### src/design/bpm_pkg.sv
// ----------------------------------------------------------------------------
// bpm_pkg: shared constants and types for the battery power mode monitor
// Register indexes, mode codes, request codes and divider handshake types.
// ----------------------------------------------------------------------------
package bpm_pkg;

  localparam int unsigned AdcBits = 12;
  localparam int unsigned MvW     = 14;
  localparam int unsigned RtW     = 20;
  localparam int unsigned DivW    = 48;

  localparam logic [2:0] RegMin  = 3'd0;
  localparam logic [2:0] RegMax  = 3'd1;
  localparam logic [2:0] RegLow  = 3'd2;
  localparam logic [2:0] RegCrit = 3'd3;
  localparam logic [2:0] RegDiv  = 3'd4;

  localparam logic [2:0] ModeNormal   = 3'd0;
  localparam logic [2:0] ModeEconomy  = 3'd1;
  localparam logic [2:0] ModeLow      = 3'd2;
  localparam logic [2:0] ModeCritical = 3'd3;
  localparam logic [2:0] ModeShutdown = 3'd4;

  localparam logic [1:0] ReqNone = 2'd0;
  localparam logic [1:0] ReqSafe = 2'd1;
  localparam logic [1:0] ReqStop = 2'd2;
  localparam logic [1:0] ReqIdle = 2'd3;

  localparam logic [DivW-1:0] MvDen = DivW'(((64'd1 << AdcBits) - 64'd1) * 64'd256);

  typedef struct packed {
    logic            start;
    logic [DivW-1:0] num;
    logic [DivW-1:0] den;
  } div_req_t;

  typedef struct packed {
    logic            done;
    logic [DivW-1:0] quo;
  } div_rsp_t;

endpackage

### src/design/bpm_div.sv
// ----------------------------------------------------------------------------
// bpm_div: bit-serial restoring divider
// One quotient bit per cycle, numerator shifted out from the top.
// ----------------------------------------------------------------------------
module bpm_div
  import bpm_pkg::*;
(
  input  logic     clk_i,
  input  logic     rst_ni,
  input  div_req_t req_i,
  output div_rsp_t rsp_o
);

  logic [DivW-1:0] num_q, num_d, quo_q, quo_d, den_q, den_d;
  logic [DivW:0]   rem_q, rem_d, trial;
  logic [5:0]      cnt_q, cnt_d;
  logic            busy_q, busy_d, done_q, done_d;

  always_comb begin
    num_d  = num_q;
    quo_d  = quo_q;
    den_d  = den_q;
    rem_d  = rem_q;
    cnt_d  = cnt_q;
    busy_d = busy_q;
    done_d = 1'b0;
    trial  = {rem_q[DivW-1:0], num_q[DivW-1]} - {1'b0, den_q};
    if (req_i.start) begin
      num_d  = req_i.num;
      den_d  = req_i.den;
      rem_d  = '0;
      quo_d  = '0;
      cnt_d  = 6'(DivW);
      busy_d = 1'b1;
    end else if (busy_q) begin
      num_d = {num_q[DivW-2:0], 1'b0};
      if (!trial[DivW]) begin
        rem_d = trial;
        quo_d = {quo_q[DivW-2:0], 1'b1};
      end else begin
        rem_d = {rem_q[DivW-1:0], num_q[DivW-1]};
        quo_d = {quo_q[DivW-2:0], 1'b0};
      end
      cnt_d = cnt_q - 6'd1;
      if (cnt_q == 6'd1) begin
        busy_d = 1'b0;
        done_d = 1'b1;
      end
    end
  end

  always_ff @(posedge clk_i or negedge rst_ni) begin
    if (!rst_ni) begin
      busy_q <= 1'b0;
      done_q <= 1'b0;
      cnt_q  <= '0;
    end else begin
      busy_q <= busy_d;
      done_q <= done_d;
      cnt_q  <= cnt_d;
    end
  end

  always_ff @(posedge clk_i) begin
    num_q <= num_d;
    quo_q <= quo_d;
    den_q <= den_d;
    rem_q <= rem_d;
  end

  assign rsp_o.done = done_q;
  assign rsp_o.quo  = quo_q;

endmodule

### src/design/battery_power_mode_monitor.sv
// ----------------------------------------------------------------------------
// battery_power_mode_monitor: battery voltage watcher with power modes
// Gates samples by interval, derives voltage, percent, mode and runtime.
//
// channel   dir  handshake                    payload
// s_axis    in   s_axis_tvalid/s_axis_tready  tdata: adc_raw, now_ms
// m_axis    out  m_axis_tvalid/m_axis_tready  tdata: result fields
// cfg       in   cfg_we_i                     cfg_idx_i, cfg_data_i
//
// A gated-off beat goes from StIdle straight to StOut. A processed beat uses
// the shared 48-step bit-serial divider: one pass for millivolts, one for
// percent when the voltage lies strictly between min and max, one for runtime
// when an estimate is due, plus the StRtMul and StFin steps. One beat is in
// work at a time; the result register holds a beat while the next input is
// taken, and a new result waits in StOut while the previous one is not yet
// taken. Reset sets state, config and status registers, not sample or result data.
// ----------------------------------------------------------------------------
module battery_power_mode_monitor
  import bpm_pkg::*;
(
  input  logic         clk_i,
  input  logic         rst_ni,
  input  logic         s_axis_tvalid,
  output logic         s_axis_tready,
  input  logic [47:0]  s_axis_tdata,   // adc_raw[11:0], now_ms[43:12], zero fill
  output logic         m_axis_tvalid,
  input  logic         m_axis_tready,
  output logic [71:0]  m_axis_tdata,   // sampled, voltage_mv, percent, charging,
                                       // mode, mode_changed, speed_cap_pct,
                                       // led_level, robot_request, runtime_min,
                                       // low_flag, crit_flag, zero fill
  input  logic         cfg_we_i,
  input  logic [2:0]   cfg_idx_i,
  input  logic [13:0]  cfg_data_i
);

  typedef enum logic [2:0] {
    StIdle, StMv, StPct, StRtMul, StRt, StFin, StOut
  } state_e;

  state_e st_q;
  logic [MvW-1:0] min_q, max_q, low_q, crit_q;
  logic [10:0]    dq8_q;
  logic [31:0]    last_q, ref_t_q, now_q;
  logic [14:0]    intv_q;
  logic [2:0]     mode_q;
  logic           lowf_q, critf_q, chg_q, samp_q, chgd_q;
  logic [MvW-1:0] prev_q, ref_v_q, v_q;
  logic [RtW-1:0] rt_q;
  logic [6:0]     spd_q, pct_q;
  logic [7:0]     led_q;
  logic [1:0]     req_q;
  logic [11:0]    adc_q;
  logic [DivW-1:0] prod_q, den_q;
  logic           obusy_q;
  logic [71:0]    out_q;

  div_req_t dreq;
  div_rsp_t drsp;

  bpm_div u_div (.clk_i, .rst_ni, .req_i(dreq), .rsp_o(drsp));

  logic [MvW-1:0] vmv;
  logic [2:0]     m_new;
  logic [31:0]    dt;
  assign vmv = (drsp.quo > DivW'(16383)) ? 14'h3FFF : drsp.quo[MvW-1:0];
  assign dt  = now_q - ref_t_q;

  always_comb begin
    m_new = ModeNormal;
    if (v_q <= min_q) m_new = ModeShutdown;
    else if (v_q <= crit_q) m_new = ModeCritical;
    else if (v_q <= low_q) m_new = ModeLow;
    else if (pct_q < 7'd30) m_new = ModeEconomy;
  end

  assign s_axis_tready = (st_q == StIdle);
  assign m_axis_tvalid = obusy_q;
  assign m_axis_tdata  = out_q;

  always_comb begin
    dreq = '0;
    if (st_q == StMv && !samp_q) begin
      dreq.start = 1'b1;
      dreq.num   = DivW'(adc_q) * DivW'(3300) * DivW'(dq8_q);
      dreq.den   = MvDen;
    end else if (st_q == StRt && !samp_q) begin
      dreq.start = 1'b1;
      dreq.num   = prod_q;
      dreq.den   = den_q;
    end else if (st_q == StPct && !samp_q && v_q < max_q && v_q > min_q) begin
      dreq.start = 1'b1;
      dreq.num   = DivW'(v_q - min_q) * DivW'(100);
      dreq.den   = DivW'(max_q - min_q);
    end
  end

  always_ff @(posedge clk_i or negedge rst_ni) begin
    if (!rst_ni) begin
      st_q <= StIdle;
      min_q <= 14'd6000; max_q <= 14'd8400; low_q <= 14'd6800;
      crit_q <= 14'd6400; dq8_q <= 11'd512;
      last_q <= '0; intv_q <= 15'd2000; mode_q <= ModeNormal;
      lowf_q <= 1'b0; critf_q <= 1'b0; chg_q <= 1'b0;
      prev_q <= '0; ref_v_q <= '0; ref_t_q <= '0; rt_q <= '0;
      spd_q <= 7'd100; led_q <= 8'd255;
      obusy_q <= 1'b0; samp_q <= 1'b0;
      chgd_q <= 1'b0; req_q <= ReqNone; v_q <= '0; pct_q <= '0;
    end else begin
      if (cfg_we_i) begin
        case (cfg_idx_i)
          RegMin:  min_q  <= cfg_data_i;
          RegMax:  max_q  <= cfg_data_i;
          RegLow:  low_q  <= cfg_data_i;
          RegCrit: crit_q <= cfg_data_i;
          RegDiv:  dq8_q  <= cfg_data_i[10:0];
          default: ;
        endcase
      end
      if (obusy_q && m_axis_tready) obusy_q <= 1'b0;
      case (st_q)
        StIdle: if (s_axis_tvalid) begin
          adc_q <= s_axis_tdata[11:0];
          now_q <= s_axis_tdata[43:12];
          samp_q <= 1'b0;
          if ((s_axis_tdata[43:12] - last_q) > {17'd0, intv_q}) st_q <= StMv;
          else begin
            v_q <= '0; pct_q <= '0; chgd_q <= 1'b0; req_q <= ReqNone;
            st_q <= StOut;
          end
        end
        StMv: begin
          if (samp_q && drsp.done) begin
            v_q <= vmv;
            samp_q <= 1'b0;
            st_q <= StPct;
          end else samp_q <= 1'b1;
        end
        StPct: begin
          if (!samp_q) begin
            if (prev_q > 14'd0 && {1'b0, v_q} > {1'b0, prev_q} + 15'd100) chg_q <= 1'b1;
            else if ({1'b0, v_q} + 15'd50 < {1'b0, prev_q}) chg_q <= 1'b0;
            prev_q <= v_q;
            if (v_q >= max_q) begin
              pct_q <= 7'd100; st_q <= StRtMul;
            end else if (v_q <= min_q) begin
              pct_q <= 7'd0; st_q <= StRtMul;
            end else samp_q <= 1'b1;
          end else if (drsp.done) begin
            pct_q <= drsp.quo[6:0];
            samp_q <= 1'b0;
            st_q <= StRtMul;
          end
        end
        StRtMul: begin
          prod_q <= DivW'(v_q - crit_q) * DivW'(dt);
          den_q  <= DivW'(ref_v_q - v_q) * DivW'(60000);
          if (m_new != mode_q) begin
            chgd_q <= 1'b1;
            mode_q <= m_new;
            case (m_new)
              ModeNormal: if (lowf_q || critf_q) begin
                lowf_q <= 1'b0; critf_q <= 1'b0;
                spd_q <= 7'd100; led_q <= 8'd255; intv_q <= 15'd2000;
                req_q <= ReqIdle;
              end else req_q <= ReqNone;
              ModeEconomy: begin
                spd_q <= 7'd70; led_q <= 8'd128; intv_q <= 15'd5000;
                req_q <= ReqNone;
              end
              ModeLow: begin
                lowf_q <= 1'b1;
                spd_q <= 7'd40; led_q <= 8'd64; intv_q <= 15'd10000;
                req_q <= ReqSafe;
              end
              ModeCritical: begin
                critf_q <= 1'b1;
                spd_q <= 7'd20; led_q <= 8'd32; intv_q <= 15'd30000;
                req_q <= ReqSafe;
              end
              default: req_q <= ReqStop;
            endcase
          end else begin
            chgd_q <= 1'b0; req_q <= ReqNone;
          end
          if (ref_t_q != 32'd0 && ref_v_q != 14'd0 && dt > 32'd60000 && ref_v_q > v_q) begin
            if (v_q > crit_q) st_q <= StRt;
            else begin
              rt_q <= '0; st_q <= StFin;
            end
          end else st_q <= StFin;
        end
        StRt: begin
          if (samp_q && drsp.done) begin
            rt_q <= (drsp.quo > DivW'(1048575)) ? 20'hFFFFF : drsp.quo[RtW-1:0];
            samp_q <= 1'b0;
            st_q <= StFin;
          end else samp_q <= 1'b1;
        end
        StFin: begin
          if (dt > 32'd60000) begin
            ref_v_q <= v_q; ref_t_q <= now_q;
          end
          last_q <= now_q;
          samp_q <= 1'b1;
          st_q <= StOut;
        end
        StOut: if (!obusy_q) begin
          out_q <= {6'd0, critf_q, lowf_q, rt_q, req_q, led_q, spd_q, chgd_q,
                    mode_q, chg_q, pct_q, v_q, samp_q};
          obusy_q <= 1'b1;
          st_q <= StIdle;
        end
        default: st_q <= StIdle;
      endcase
    end
  end

endmodule

### config.mk
export PLATFORM = sky130hd
export DESIGN_NAME = battery_power_mode_monitor
export DESIGN_NICKNAME = d
export VERILOG_FILES = /design/src/design/bpm_pkg.sv /design/src/design/bpm_div.sv /design/src/design/battery_power_mode_monitor.sv
export SDC_FILE = /design/constraint.sdc
export NUM_CORES = 2
export LEC_CHECK = 0
export BUFFER_PORTS_ARGS = -buffer_cell sky130_fd_sc_hd__buf_2
export CORE_MARGIN = 2
export CORE_UTILIZATION = 64
export CTS_BUF_LIST = sky130_fd_sc_hd__clkbuf_4 sky130_fd_sc_hd__clkbuf_8
export DETAILED_ROUTE_END_ITERATION = 7
export GPL_ROUTABILITY_DRIVEN = 0
export PLACE_DENSITY = 0.81
export SLEW_MARGIN = 5
export SYNTH_ARGS = -nofsm -noshare
export SYNTH_HDL_FRONTEND = slang
export SYNTH_HIERARCHICAL = 1
export SYNTH_SLANG_ARGS = --single-unit
export TNS_END_PERCENT = 50
### constraint.sdc
create_clock -name clk_i -period 20.6 [get_ports clk_i]
set_input_delay 1.03 -clock clk_i [delete_from_list [all_inputs] [get_ports clk_i]]
set_output_delay 1.03 -clock clk_i [all_outputs]
set_load 0.1 [all_outputs]
Word level (Yosys, flattened, before mapping)
Index checks and enable logic that the tools add are counted.

Register bits after elaboration: 645. Input port bits: 70. Word-level logic and storage cells: 224. Output and inout bits: 74.

Magnitude comparators: 16. Eq/ne operators: 25. Bitwise gates (word level): 2. Multiply operators: 5. Add/subtract/negate cells: 10. Mux-type cells: 79. Reduce and logical (&&, ||, !) cells: 51.

Operator list (count): 97-bit 2-to-1 mux (3); 48-bit 2-to-1 mux (3); 20-bit 2-to-1 mux (4); 32-bit subtractor (2); 15-bit one-hot mux with 4 select lines (1); 14-bit by 14-bit subtractor with 15-bit output (4); 14-bit 2-to-1 mux (4); 7-bit 2-to-1 mux (7); 49-bit by 48-bit subtractor with 49-bit output (1); 48-bit by 14-bit greater-than comparator with 1-bit output (second input constant) (1); 48-bit by 20-bit greater-than comparator with 1-bit output (second input constant) (1); 15-bit by 33-bit multiplier with 48-bit output (1); 48-bit by 11-bit multiplier with 43-bit output (second input constant) (1); 48-bit by 5-bit multiplier with 46-bit output (second input constant) (1); 14-bit greater-than comparator (3); 14-bit less-or-equal comparator (3); 20-bit one-hot mux with 2 select lines (1); 22-bit by 11-bit multiplier with 33-bit output (1); 3-bit 2-to-1 mux (11); 32-bit by 15-bit greater-than comparator with 1-bit output (1); 32-bit by 16-bit greater-than comparator with 1-bit output (second input constant) (1); 8-bit one-hot mux with 4 select lines (1); 32-bit nonzero test (1); 14-bit one-hot mux with 2 select lines (1); 45 further kinds (130).

Logic depth before layout (Yosys ltp)
Depth after elaboration: 10. Depth in mapped cells: 40. Gate-level depth less buffers: 39.

By module
Netlist, hierarchy kept.

Modules (own cells, without submodules): battery_power_mode_monitor (cells each 5817, instances 1, sequential area each 11514.8 µm², area an instance 54574.8 µm²); bpm_div (cells each 1031, instances 1, sequential area each 5004.8 µm², area an instance 10647.7 µm²).

Worst setup path after synthesis
OpenSTA, ideal clock, no wires.

Path kind: register to register. From: register adc_q[0]. To: register u_div.num_q[33] (data pin). Buffers on the path: 1. Cell stages (with the launch flop): 41. Setup time: 0.260 ns. Setup slack: 10.566 ns. Required time: 20.340 ns. Period minus slack after synthesis: 10.034 ns. Data arrival time: 9.774 ns. Cells stage by stage: edfxtp_1 ha_1 ha_1 inv_1 fa_1 inv_1 fa_1 inv_1 fa_1 inv_1 ha_1 o21ai_0 a21boi_0 o21ai_0 a21o_1 a31oi_1 or4_1 nand4_1 [5 not listed] fa_1 fa_1 inv_1 fa_1 inv_1 ha_1 a21o_1 a21o_1 a21o_1 a21oi_1 nor2b_1 nor4_1 a211oi_1 o41ai_1 o21ai_0 xor2_1 a221o_1 mux2_2.

RTL lines: start, declared (line battery_power_mode_monitor.sv:53) `logic [11:0] adc_q;`; start signal, assigned (line battery_power_mode_monitor.sv:123) `adc_q <= s_axis_tdata[11:0];`; end signal, assigned (line bpm_div.sv:65) `num_q <= num_d;`; end, declared (line bpm_div.sv:14) `logic [DivW-1:0] num_q, num_d, quo_q, quo_d, den_q, den_d;`.

Final worst setup path
From: register v_q[0]. To: register prod_q[47] (data pin).

Cells in the longest elaborated chain, start to end: 2.

Ends and longest elaborated chain: start, declared (line battery_power_mode_monitor.sv:48) `logic [MvW-1:0] prev_q, ref_v_q, v_q;`; start signal, assigned (line battery_power_mode_monitor.sv:134) `v_q <= vmv;`; 14-bit by 14-bit subtractor with 15-bit output (line battery_power_mode_monitor.sv:156) `prod_q <= DivW'(v_q - crit_q) * DivW'(dt);`; 15-bit by 33-bit multiplier with 48-bit output (line battery_power_mode_monitor.sv:156); end signal, assigned (line battery_power_mode_monitor.sv:156); end, declared (line battery_power_mode_monitor.sv:54) `logic [DivW-1:0] prod_q, den_q;`.

No other way between the ends. A chain may end at the register's enable or synchronous reset.

==> impl_metrics.toml <==
[outcome]
status = "completed"

[worst_setup_path]
critPathKind = "reg -> reg"
slowest_stage = "clkinv_1"
crit_family = "compound AO/OA/AOI/OAI gates"
startpoint_type = "flip-flop"
critPathRequiredTime_ps = 21130
path_buf_inv = 6
cp_max_fo = 19
arrival_ps = 12780
max_stage_delay_ps = 850
worst_setup_path_end_kind = "flip-flop"
crit_path_frequent_cell = "fa_1"

[detailed_routing]
dr.pass1.iters = 6
viasPerCell = 5.95
met3_length_mm = 13.6
drt_iter0_drc = 3980
dr_total_vias = 49900
wl_met2_mm = 75.6
wirelength_mm = 161
drc = 0
ant_nets = 0
routedWlPerCell_um = 19.2
top_layer_used = "met5"
m1WireLength_mm = 65.0

[logic_synthesis]
syn_inst = 6848
synthesis.area_um2 = 65200
synth_top_area_share_pct = 21.0
yosysUniqueCellTypes = 97
synth-edff-count = 290
synth_area_leaders = "fa_1, edfxtp_1, ha_1, dfrtp_1, inv_1"
synth_area_per_cell_um2 = 9.52
ys_ff_latch = 620
ys_seq_area_share_pct = 25.3
synth_top_area_cell = "fa_1"
synth_ff_type = "edfxtp_1"
synth_warnings = 6
synthArstFlopShare_pct = 37.7

[clocking]
clk_pin_slew_ps = 70
cts_buffer_depth = 3
clock-sinks = 620
cts_buffers = 107
insertion_delay_ps = 790
cts_root_buffer = "clkbuf_8"
cts-resized-gates = 0
cts_max_level = 3
holdBufCountCts = 0
cts_setup_buffers = 0
tritoncts = "yes"

[floorplan]
rows = 117
core_area_um2 = 101000
io_pins = 144
dieWidth_um = 323
start_util_pct = 64.3
die_area_um2 = 104000
die_h_um = 323

[finish]
layout_commonest_cell = "inv_1"
synthToLayoutAreaGrowth_pct = 7.17
nets = 8305
drive_above_1_share_pct = 9.37
layout_common_cells = "inv_1, fa_1, nand2_1"

[timing]
tns_ps = 0
hold_viol = 0
min_period_ps = 12250
timing.fmax_mhz = 81.7
setup_violations = 0
fin_crit_sh_pct = 59.5
rsz0062_at_grt = "false"
drv_slew = 0
worst_pin_slew_ps = 1250
skew_ps = 54.0
relSlewSlack_pct = 16.4

[global_routing]
grt_pass1_vias = 51000
grt_pass1_wl_mm = 263
grt_max_degree = 140
grt_use_total_pct = 31.5
antenna_found_initial = 14
gr-total-overflow = 0

[placed_design]
dp_hpwl_mm = 124
port_buffers = 132

[flow_run]
drv_cap = 0

[min_path]
worst_hold_path_type = "in -> async"
routing by layer:
layer | global-route usage [%] | vias up
met2 | 51.2 | 2030
met3 | 6.27 | 461
met1 | 41.8 | 24500
met4 | 11.9 | 20
met5 | 0 | -
li1 | - | 22900
sequential cells by signal, summed over array words and instances (netlist names), 11 cells and up:
name / count
min_q: 14
ref_v_q: 14
max_q: 14
den_q: 43
dq8_q: 11
u_div/num_q: 48
last_q: 32
low_q: 14
crit_q: 14
v_q: 14
u_div/rem_q: 48
prod_q: 48
m_axis_tdata: 59
rt_q: 20
ref_t_q: 32
u_div/den_q: 48
prev_q: 14
adc_q: 12
now_q: 32
u_div/quo_q: 48
synth_stat cells, drive strengths merged (17+ instances only):
cell type,instances
or2,18
a211oi,71
and2,166
nand2b,85
ha,633
nor2b,59
a21o,155
xnor2,192
edfxtp,290
nor4,48
o21a,53
nor3,70
buf,46
dfxtp,96
nand2,658
a31oi,31
o31ai,17
dfstp,27
mux2,144
xor2,112
clkbuf,227
inv,1101
mux2i,120
o21bai,54
nand3,70
dfrtp,207
nand4,50
or3,36
and3,38
nor2,405
o211ai,24
o21ai,310
nor3b,23
a21oi,272
fa,685
final timing paths:
path / cells after the start / from / end / slack [ps]
min reg2reg: 0 / rt_q[13]$_DFFE_PN0P_ / m_axis_tdata[57]$_DFFE_PP_ / 430
min in group clk_i: 2 / m_axis_tready / m_axis_tvalid$_DFF_PN0_ / 430
max in group asynchronous: 2 / rst_ni / u_div/busy_q$_DFF_PN0_ / 18990
max: 37 / v_q[0]$_DFFE_PN0P_ / prod_q[47]$_DFFE_PP_ / 8350
min: 1 / rst_ni / rt_q[17]$_DFFE_PN0P_ / 260
max reg2reg: 37 / v_q[0]$_DFFE_PN0P_ / prod_q[47]$_DFFE_PP_ / 8350
final cells by class:
cell class / instances / area [µm²]
Fill cell: 7517 / 31500
Multi-Input combinational cell: 4861 / 43600
Antenna cell: 4 / 10.0
Inverter: 1102 / 4140
Clock buffer: 148 / 1890
Sequential cell: 620 / 16500
Tap cell: 1368 / 1710
Timing Repair Buffer: 225 / 1390
Clock inverter: 55 / 662
per-stage QoR:
step,util (%),area (µm²),cells,worst slack (ps),hold slack (ps)
after global placement,66.4,67300,8176,8850,433
after global routing,68.9,69900,8382,7820,318
after CTS,68.9,69900,8379,8550,279
after floorplan,-,65300,6856,10570,425
after detailed placement,66.4,67300,8176,8610,432
final,68.9,69900,8383,8350,262
cells by family (layout without fill, tap and decap cells):
family / after synthesis / count (layout) / synth area share, %
and+or+nand+nor: 1775 / 1775 / 12.9
AOI/OAI and AO/OA: 1191 / 1191 / 11.9
other: 1 / 13 / 0.00575
xor gates and xnor gates: 304 / 304 / 4.11
muxes: 264 / 264 / 4.44
adders and majority gates: 1318 / 1318 / 33.2
DFF: 620 / 620 / 25.3
buffers and inverters: 1375 / 1530 / 8.16
worst register-to-register path: cells and delay by family (launching register included):
family	cells	cell delay, ps
DFF	1	450
and+or+nand+nor	5	1080
buffers and inverters	6	1640
xor gates and xnor gates	1	70
AOI/OAI and AO/OA	16	4660
adders and majority gates	9	4090
Power is not shown: default switching activity piles up to over one toggle a cycle in this logic, so the estimate is an artifact.
